## src/hw/rtl/lpht_pkg.sv

```systemverilog
// Package for the linear probe hash table: slot states, operation and status codes.
// No dependencies; used by every module of the block.
`default_nettype none
package lpht_pkg;
   localparam int unsigned KeyWidth = 64;
   localparam int unsigned LenWidth = 4;
   localparam int unsigned SizeWidth = 9;
   localparam int unsigned IndexWidth = 9;

   typedef enum logic [1:0] {
      SLOT_EMPTY    = 2'd0,
      SLOT_OCCUPIED = 2'd1,
      SLOT_DELETED  = 2'd2
   } slot_state_type;

   localparam logic [1:0] OP_ADD    = 2'd0;
   localparam logic [1:0] OP_SEARCH = 2'd1;
   localparam logic [1:0] OP_REMOVE = 2'd2;

   localparam logic [1:0] STATUS_DONE      = 2'd0;
   localparam logic [1:0] STATUS_NOT_FOUND = 2'd1;
   localparam logic [1:0] STATUS_FULL      = 2'd2;

   localparam logic [IndexWidth-1:0] NO_SLOT = '1;
endpackage
`default_nettype wire

```

## src/hw/rtl/lpht_hash.sv

```systemverilog
// Home slot unit: byte sum of the masked key, then reduction modulo the table size
// by shifted compare and subtract, four steps a cycle. Uses lpht_pkg.
`default_nettype none
module lpht_hash #(
   parameter int unsigned KEY_BYTES = 8,
   parameter int unsigned ADDR_W = 8
) (
   input  logic                              clock,
   input  logic                              reset,
   input  logic                              start,
   input  logic [lpht_pkg::KeyWidth-1:0]     key,
   input  logic [lpht_pkg::LenWidth-1:0]     len,
   input  logic [ADDR_W:0]                   size,
   output logic                              done,
   output logic [ADDR_W-1:0]                 home
);
   localparam int SumW = 11;
   localparam int StepsPerCycle = 4;
   localparam int LastStep = (SumW + StepsPerCycle - 1) / StepsPerCycle - 1;
   localparam int WideW = SumW + int'(ADDR_W) + 1;
   logic [SumW-1:0]  sum;
   logic [SumW-1:0]  rem_ff, rem_in;
   logic [1:0]       step_ff, step_in;
   logic             busy_ff, busy_in;
   logic             done_ff, done_in;
   logic [WideW-1:0] rem_wide;
   logic [WideW-1:0] trial;

   always_comb begin
      sum = '0;
      for (int i = 0; i < KEY_BYTES; i++) begin
         if (i < int'(len)) begin
            sum = sum + SumW'(key[i*8 +: 8]);
         end
      end
   end

   // Sum is below 2048, so the quotient needs eleven bits: the size is tried at
   // shifts ten down to zero, four shifts per cycle, and the remainder is kept.
   always_comb begin
      rem_in = rem_ff;
      step_in = step_ff;
      busy_in = busy_ff;
      done_in = 1'b0;
      rem_wide = WideW'(rem_ff);
      trial = '0;
      if (start) begin
         rem_in = sum;
         step_in = '0;
         busy_in = 1'b1;
      end else if (busy_ff) begin
         for (int j = 0; j < StepsPerCycle; j++) begin
            if (int'(step_ff) * StepsPerCycle + j < SumW) begin
               trial = WideW'(size) << (SumW - 1 - (int'(step_ff) * StepsPerCycle + j));
               if (rem_wide >= trial) rem_wide = rem_wide - trial;
            end
         end
         rem_in = rem_wide[SumW-1:0];
         if (step_ff == 2'(LastStep)) begin
            busy_in = 1'b0;
            done_in = 1'b1;
         end else begin
            step_in = step_ff + 2'd1;
         end
      end
   end

   always_ff @(posedge clock) begin
      if (reset) begin
         busy_ff <= 1'b0;
         done_ff <= 1'b0;
      end else begin
         busy_ff <= busy_in;
         done_ff <= done_in;
      end
      rem_ff <= rem_in;
      step_ff <= step_in;
   end

   assign done = done_ff;
   assign home = rem_ff[ADDR_W-1:0];
endmodule
`default_nettype wire

```

## config.mk

```make
export PLATFORM = sky130hd
export DESIGN_NAME = lpht_hash
export DESIGN_NICKNAME = d
export VERILOG_FILES = /design/src/hw/rtl/lpht_pkg.sv /design/src/hw/rtl/lpht_hash.sv
export SDC_FILE = /design/constraint.sdc
export NUM_CORES = 1
export LEC_CHECK = 0
export ABC_AREA = 1
export BUFFER_PORTS_ARGS = -buffer_cell sky130_fd_sc_hd__buf_2
export CAP_MARGIN = 5
export CORE_MARGIN = 1
export CORE_UTILIZATION = 43
export CTS_CLUSTER_DIAMETER = 40
export DETAILED_ROUTE_END_ITERATION = 7
export SLEW_MARGIN = 15
export SYNTH_ARGS = -nofsm -noshare
export SYNTH_HDL_FRONTEND = slang
export SYNTH_SLANG_ARGS = --single-unit
export TNS_END_PERCENT = 50
```

## constraint.sdc

```tcl
create_clock -name clock -period 17.7 [get_ports clock]
set_input_delay 0 -clock clock [delete_from_list [all_inputs] [get_ports clock]]
set_output_delay 0 -clock clock [all_outputs]
set_load 0.05 [all_outputs]
```

Word level (Yosys, flattened, before mapping)
Cells that the tools add are included.
{"block": "op_classes", "n_addsub": 19, "magnitude_cmp": 16, "n_eq_ne": 1, "n_shift": 4, "n_mux": 28, "bitwise": 2, "n_reduce_logical": 3}
{"cell": "2-to-1 mux 20 bit", "count": 12}
{"cell": "left shift 9 x 32 -> 20 bit", "count": 4}
{"cell": "2-to-1 mux 11 bit", "count": 11}
{"cell": "< comparator 32 x 5 -> 1 bit, second input constant", "count": 3}
{"cell": "adder 11 x 8 -> 11 bit", "count": 7}
{"cell": "greater-or-equal comparator 20 bit", "count": 3}
{"cell": "subtractor 20 bit", "count": 2}
{"cell": "greater-or-equal comparator 11 x 20 -> 1 bit", "count": 1}
{"cell": "subtractor 11 x 20 -> 20 bit", "count": 1}
{"cell": "subtractor 4 x 5 -> 6 bit, first input constant", "count": 3}
{"cell": "< comparator 3 x 4 -> 1 bit, first input constant", "count": 4}
{"cell": "subtractor 11 bit", "count": 1}
{"cell": "adder 4 x 2 -> 5 bit, second input constant", "count": 2}
{"cell": "< comparator 1 x 4 -> 1 bit, first input constant", "count": 2}
{"cell": "< comparator 2 x 4 -> 1 bit, first input constant", "count": 2}
{"cell": "2-to-1 mux 8 bit", "count": 1}
{"cell": "adder 4 x 1 -> 5 bit, second input constant", "count": 1}
{"cell": "subtractor 4 x 4 -> 5 bit, first input constant", "count": 1}
{"cell": "< comparator 4 bit, second input constant", "count": 1}
{"cell": "2-to-1 mux 1 bit", "count": 4}
{"cell": "OR reduction 3 bit", "count": 1}
{"cell": "adder 2 x 1 -> 2 bit, second input constant", "count": 1}
{"cell": "equality test 2 bit, second input constant", "count": 1}
{"cell": "inverter 1 bit", "count": 2}
{"cell": "other kinds (2)", "count": 2}
{"block": "word_totals", "register_bits": 15, "inputBits": 80, "out_inout_bits": 9, "wordCells": 77}

Longest topological paths before layout
{"block": "depth", "depth_word": 22, "depth_mapped": 64, "mapped_depth_nobuf": 61}

Least setup slack after synthesis
Ideal clock, no wire load.
{"block": "synth_timing", "path_type": "reg-to-reg", "start": "register step_ff[0]", "end": "register rem_ff[9] (data pin)", "arrival_ns": 7.967, "setup_slack_ns": 9.477, "path_stages_with_launch": 58, "path_cell_list": "dfxtp_1 -> inv_2 -> buf_6 -> ha_1 -> inv_1 -> clkbuf_1 -> nand3_1 -> ha_1 -> nand2_1 -> nand2_1 -> nand2_1 -> nand2_1 -> nand2_1 -> nand2_2 -> nand3_4 -> buf_2 -> o21ai_0 -> ha_1 -> (+22 left out) -> o21ai_0 -> inv_1 -> ha_1 -> o21ai_0 -> nand2_1 -> nand2_1 -> nand2_1 -> nand2_1 -> inv_1 -> or2_2 -> nand2_1 -> inv_1 -> o21ai_0 -> nand2_1 -> xnor2_1 -> nand3_1 -> nand3_1 -> nand2_1"}
{"block": "synth_via", "elab_chain_cells": 22}
{"item": "start: declaration", "line_no": "lpht_hash.sv:23", "rtl": "logic [1:0] step_ff, step_in;"}
{"item": "start signal: assignment", "line_no": "lpht_hash.sv:77", "rtl": "step_ff <= step_in;"}
{"item": "subtractor 4 x 4 -> 5 bit", "line_no": "lpht_hash.sv:54", "rtl": "trial = WideW'(size) << (SumW - 1 - (int'(step_ff) * StepsPerCycle + j));"}
{"item": "left shift 9 x 32 -> 20 bit", "line_no": "lpht_hash.sv:54"}
{"item": "subtractor 11 x 20 -> 20 bit / greater-or-equal comparator 11 x 20 -> 1 bit (equally long branches)", "line_no": "lpht_hash.sv:55", "rtl": "if (rem_wide >= trial) rem_wide = rem_wide - trial;"}
{"item": "2-to-1 mux 20 bit", "line_no": "lpht_hash.sv:55"}
{"item": "2-to-1 mux 20 bit", "line_no": "lpht_hash.sv:53", "rtl": "if (int'(step_ff) * StepsPerCycle + j < SumW) begin"}
{"item": "2-to-1 mux 20 bit", "line_no": "lpht_hash.sv:51", "rtl": "end else if (busy_ff) begin"}
{"item": "2-to-1 mux 20 bit", "line_no": "lpht_hash.sv:47", "rtl": "if (start) begin"}
{"item": "subtractor 20 bit / greater-or-equal comparator 20 bit (equally long branches)", "line_no": "lpht_hash.sv:55"}
{"item": "(+7 left out)"}
{"item": "2-to-1 mux 20 bit", "line_no": "lpht_hash.sv:51"}
{"item": "2-to-1 mux 20 bit", "line_no": "lpht_hash.sv:47"}
{"item": "greater-or-equal comparator 20 bit / subtractor 11 bit (equally long branches)", "line_no": "lpht_hash.sv:55"}
{"item": "2-to-1 mux 11 bit", "line_no": "lpht_hash.sv:55"}
{"item": "2-to-1 mux 11 bit (*)", "line_no": "lpht_hash.sv:53"}
{"item": "2-to-1 mux 11 bit (*)", "line_no": "lpht_hash.sv:51"}
{"item": "2-to-1 mux 11 bit (*)", "line_no": "lpht_hash.sv:47"}
{"item": "named net rem_in[9]", "line_no": "lpht_hash.sv:22", "rtl": "logic [SumW-1:0] rem_ff, rem_in;"}
{"item": "end signal: assignment", "line_no": "lpht_hash.sv:76", "rtl": "rem_ff <= rem_in;"}
{"item": "end: declaration", "line_no": "lpht_hash.sv:22"}
The timed path passes the listed nets; every way through them passes the cells marked *. The select of a mux whose other input is x is not followed.
A chain may end at the register's enable or synchronous reset.

Final worst setup path
Ends and elaborated chain as after synthesis.

==> Implementation_results.wiki <==
{| class="wikitable"
! Metric !! Value
|-
| Run status || finished with violations
|-
| Failing checks || design-rule violations
|-
| Worst-skew pair later-pin latency || about 0.25 ns
|-
| Initial antenna violation count || 0
|-
| Number of vias per cell after detailed routing || 5.229
|-
| Count of instances resized after the clock tree is built || 0
|-
| Area added between synthesis and finish || 8.423%
|-
| Detailed-router iteration count before antenna repair || 7
|-
| Path type of the worst setup path || register to register
|-
| Highest-delay cell along the critical path || sky130_fd_sc_hd__nand2_1
|-
| Critical Path Start Type || register
|-
| IO Port Bufs || between 80 and 90
|-
| Arrival time worst endpoint || around 11 ns
|-
| Largest fanout on the critical path || 21
|-
| Type of the worst min-delay path || input port to register
|-
| Via count of the first global-routing pass || between 7000 and 8000
|-
| Die Y-Extent || approximately 140 microns
|-
| Buffer type at the clock tree root || sky130_fd_sc_hd__clkbuf_16
|-
| Clock tree from TritonCTS || built
|-
| Setup TNS after final layout || 0 ns
|-
| Final hold vios || 0
|-
| Placer's final routability congestion estimate || 0.9522
|-
| Simple-Gate Fraction of Synth Area || between 30% and 40%
|-
| XOR/XNOR share of the synthesized area || under 10%
|-
| Maximum clock skew at final layout || between 0.003 and 0.004 ns
|-
| Floorplan Core Area || 17960 sq um
|-
| Count of endpoints failing setup in the final report || 0
|-
| Initial core utilization || roughly 44%
|-
| Hold-fix buffers at CTS || 1
|-
| Setup repair after global routing missed its margin || no
|-
| Portion of netlist area occupied by mux cells || 0.1269%
|-
| Worst-Margin Slew || 0.7743 ns
|-
| Category of the worst setup path capture point || register
|-
| Cell count after synthesis || 1325
|-
| Count of placed standard cells including taps || between 1500 and 2000
|-
| Final routed wire length divided by cell count || about 14 microns
|-
| Most common cell on crit path || sky130_fd_sc_hd__nand2_1
|-
| CP peak stage delay || around 0.64 ns
|-
| Number of clock sinks seen by CTS || 15
|-
| Vias post-DR || ~8500
|-
| Post-synthesis adder-cell area fraction || a little over a fifth
|-
| Number of warnings reported in the yosys synthesis log || 0
|-
| Net count of the finished layout || 1612
|-
| Commonest non-fill, non-tap cells in the layout || sky130_fd_sc_hd__nand2_1 (354), sky130_fd_sc_hd__inv_1 (190), sky130_fd_sc_hd__ha_1 (125)
|-
| Number of buffers between clock root and the deepest sink || 2
|-
| Wire length of the first global-routing pass || ~37 mm
|-
| Die Footprint || 18890 sq um
|-
| Ant diodes || 0
|-
| Die Wd || between 100 and 150 microns
|-
| Per-instance average area after synthesis || between 5 and 6 sq um
|-
| Post-synthesis compound-gate area fraction || between 10% and 20%
|-
| Remaining routing DRC violations || 2
|-
| Final count of pins violating max slew || 0
|-
| Share of post-route cells with drive strength above 1 || around an eighth
|-
| Pin count of the biggest net entering global routing || 22
|-
| H-Tree Depth || 1
|-
| Share of the core filled with cells || roughly 48%
|-
| Post-synthesis cell area || about 7900 sq um
|-
| Sequential cell area fraction in the yosys report || ~5.2%
|-
| Upper clock frequency limit || ~90 MHz
|-
| Total CTS buffers || 3
|-
| Number of library cell types mapped by synthesis || 55
|-
| Tot GR Track Use || ~24%
|-
| Slew Limit Headroom || 48.25%
|-
| Most common cell after layout, fill and taps aside || sky130_fd_sc_hd__nand2_1
|-
| Global route total overflow || 0
|-
| Row cnt || approximately 50
|-
| Final critical path time including I/O delays and setup || about 11 ns
|-
| Total routed wirelength || ~23 mm
|-
| Required time at the endpoint of the critical path || ~18 ns
|-
| Clk slew on worst S/H paths || 0.05 ns
|-
| HPWL reported at the end of detailed placement || just under 20 mm
|-
| Dominant combinational cell family by area after synthesis || simple AND/OR/NAND/NOR gates
|-
| Count of routing violations after the opening detailed-route iteration || ~530
|-
| Max-cap violations || 0
|-
| Part of the cycle the worst path needs || between 60 and 70%
|-
| Post-route non-filler standard cell count || about 1600
|-
| Post-route ant nets || 0
|-
| Register bit count reported by yosys || 15
|-
| Number of buffers added for setup after CTS || 0
|-
| Number of I/O pins || a little under 90
|}
[registers in the layout (all words and copies together), names as in the netlist]
register,count
rem_ff,11
done,1
busy_ff,1
step_ff,2
[path summary, 6_finish.rpt]
| kind | cells after the start | to | slack, ns | start |
|---|---|---|---|---|
| hold / removal | 2 | done | 0.09 | start |
| setup reg to reg | 53 | rem_ff[9] | 6.82 | step_ff[0] |
| setup / recovery | 53 | rem_ff[9] | 6.82 | step_ff[0] |
| hold reg to reg | 2 | done | 0.48 | busy_ff |
[critical path: cells and delay by family (launching register included)]
| kind | cells | cell delay (ns) |
|---|---|---|
| compound gates | 14 | 3.05 |
| xor+xnor | 1 | 0.14 |
| simple gates | 27 | 3.66 |
| fa+ha+maj | 5 | 1.99 |
| buf+inv | 6 | 1.14 |
| flops | 1 | 0.61 |
[cells in the mapped netlist, drive strengths merged]
cell | count | area (sq um)
nand2 | 365 | 1403
inv | 202 | 760.7
ha | 125 | 1564
o21ai | 110 | 580.6
a21oi | 105 | 525.5
nor2 | 91 | 386.6
nand3 | 90 | 508.0
xor2 | 39 | 341.6
buf | 28 | 186.4
nand4 | 25 | 190.2
xnor2 | 22 | 192.7
or2 | 19 | 118.9
edfxtp | 11 | 330.3
a21o | 9 | 67.56
a31oi | 8 | 50.05
fa | 8 | 160.2
o21bai | 8 | 60.06
a22oi | 7 | 52.55
nor3 | 7 | 40.04
o211ai | 5 | 37.54
o22ai | 5 | 31.28
clkbuf | 4 | 15.01
dfxtp | 4 | 80.08
nand3b | 4 | 30.03
o31ai | 4 | 30.03
and2 | 3 | 18.77
o21a | 3 | 23.77
a211oi | 2 | 15.01
a21boi | 2 | 15.01
conb | 2 | 7.510
o221ai | 2 | 17.52
clkinv | 1 | 3.750
mux2i | 1 | 10.01
nor3b | 1 | 7.510
nor4 | 1 | 6.260
o221a | 1 | 11.26
o31a | 1 | 8.760
[layer usage]
layer,wire (microns),track usage (%)
met1,11480,35.93
met5,0,0
met3,1239,2.060
met2,9867,39.08
met4,136,2.259
[area by class of cell]
class | instances | area [sq um]
clock buffers | 3 | 75.07
clock inverters | 1 | 5.005
fillers | 1975 | 9412
inverters | 203 | 764.5
multi-input cells | 1086 | 6553
flip-flops and latches | 15 | 410.4
well taps | 229 | 286.5
repair buffers | 90 | 457.9
[through the flow]
stage / area [sq um] / hold WS [ns] / setup WS [ns]
after floorplan: 7929 / 0.06907 / 9.477
after global placement: 8462 / 0.2056 / 7.147
after detailed placement: 8462 / 0.2072 / 6.989
after CTS: 8552 / 0.09690 / 6.955
after global routing: 8552 / 0.1236 / 5.853
final: 8552 / 0.09062 / 6.817
[cells by family after synthesis]
kind of cell    count (synthesis)
simple gates                  606
compound gates                272
buf+inv                       235
fa+ha+maj                     133
xor+xnor                       61
flops                          15
other cells                     2
mux                             1
Power is left out: the tool's default activity adds up to more than one toggle a clock period on the data nets, which glitch-free logic cannot reach.
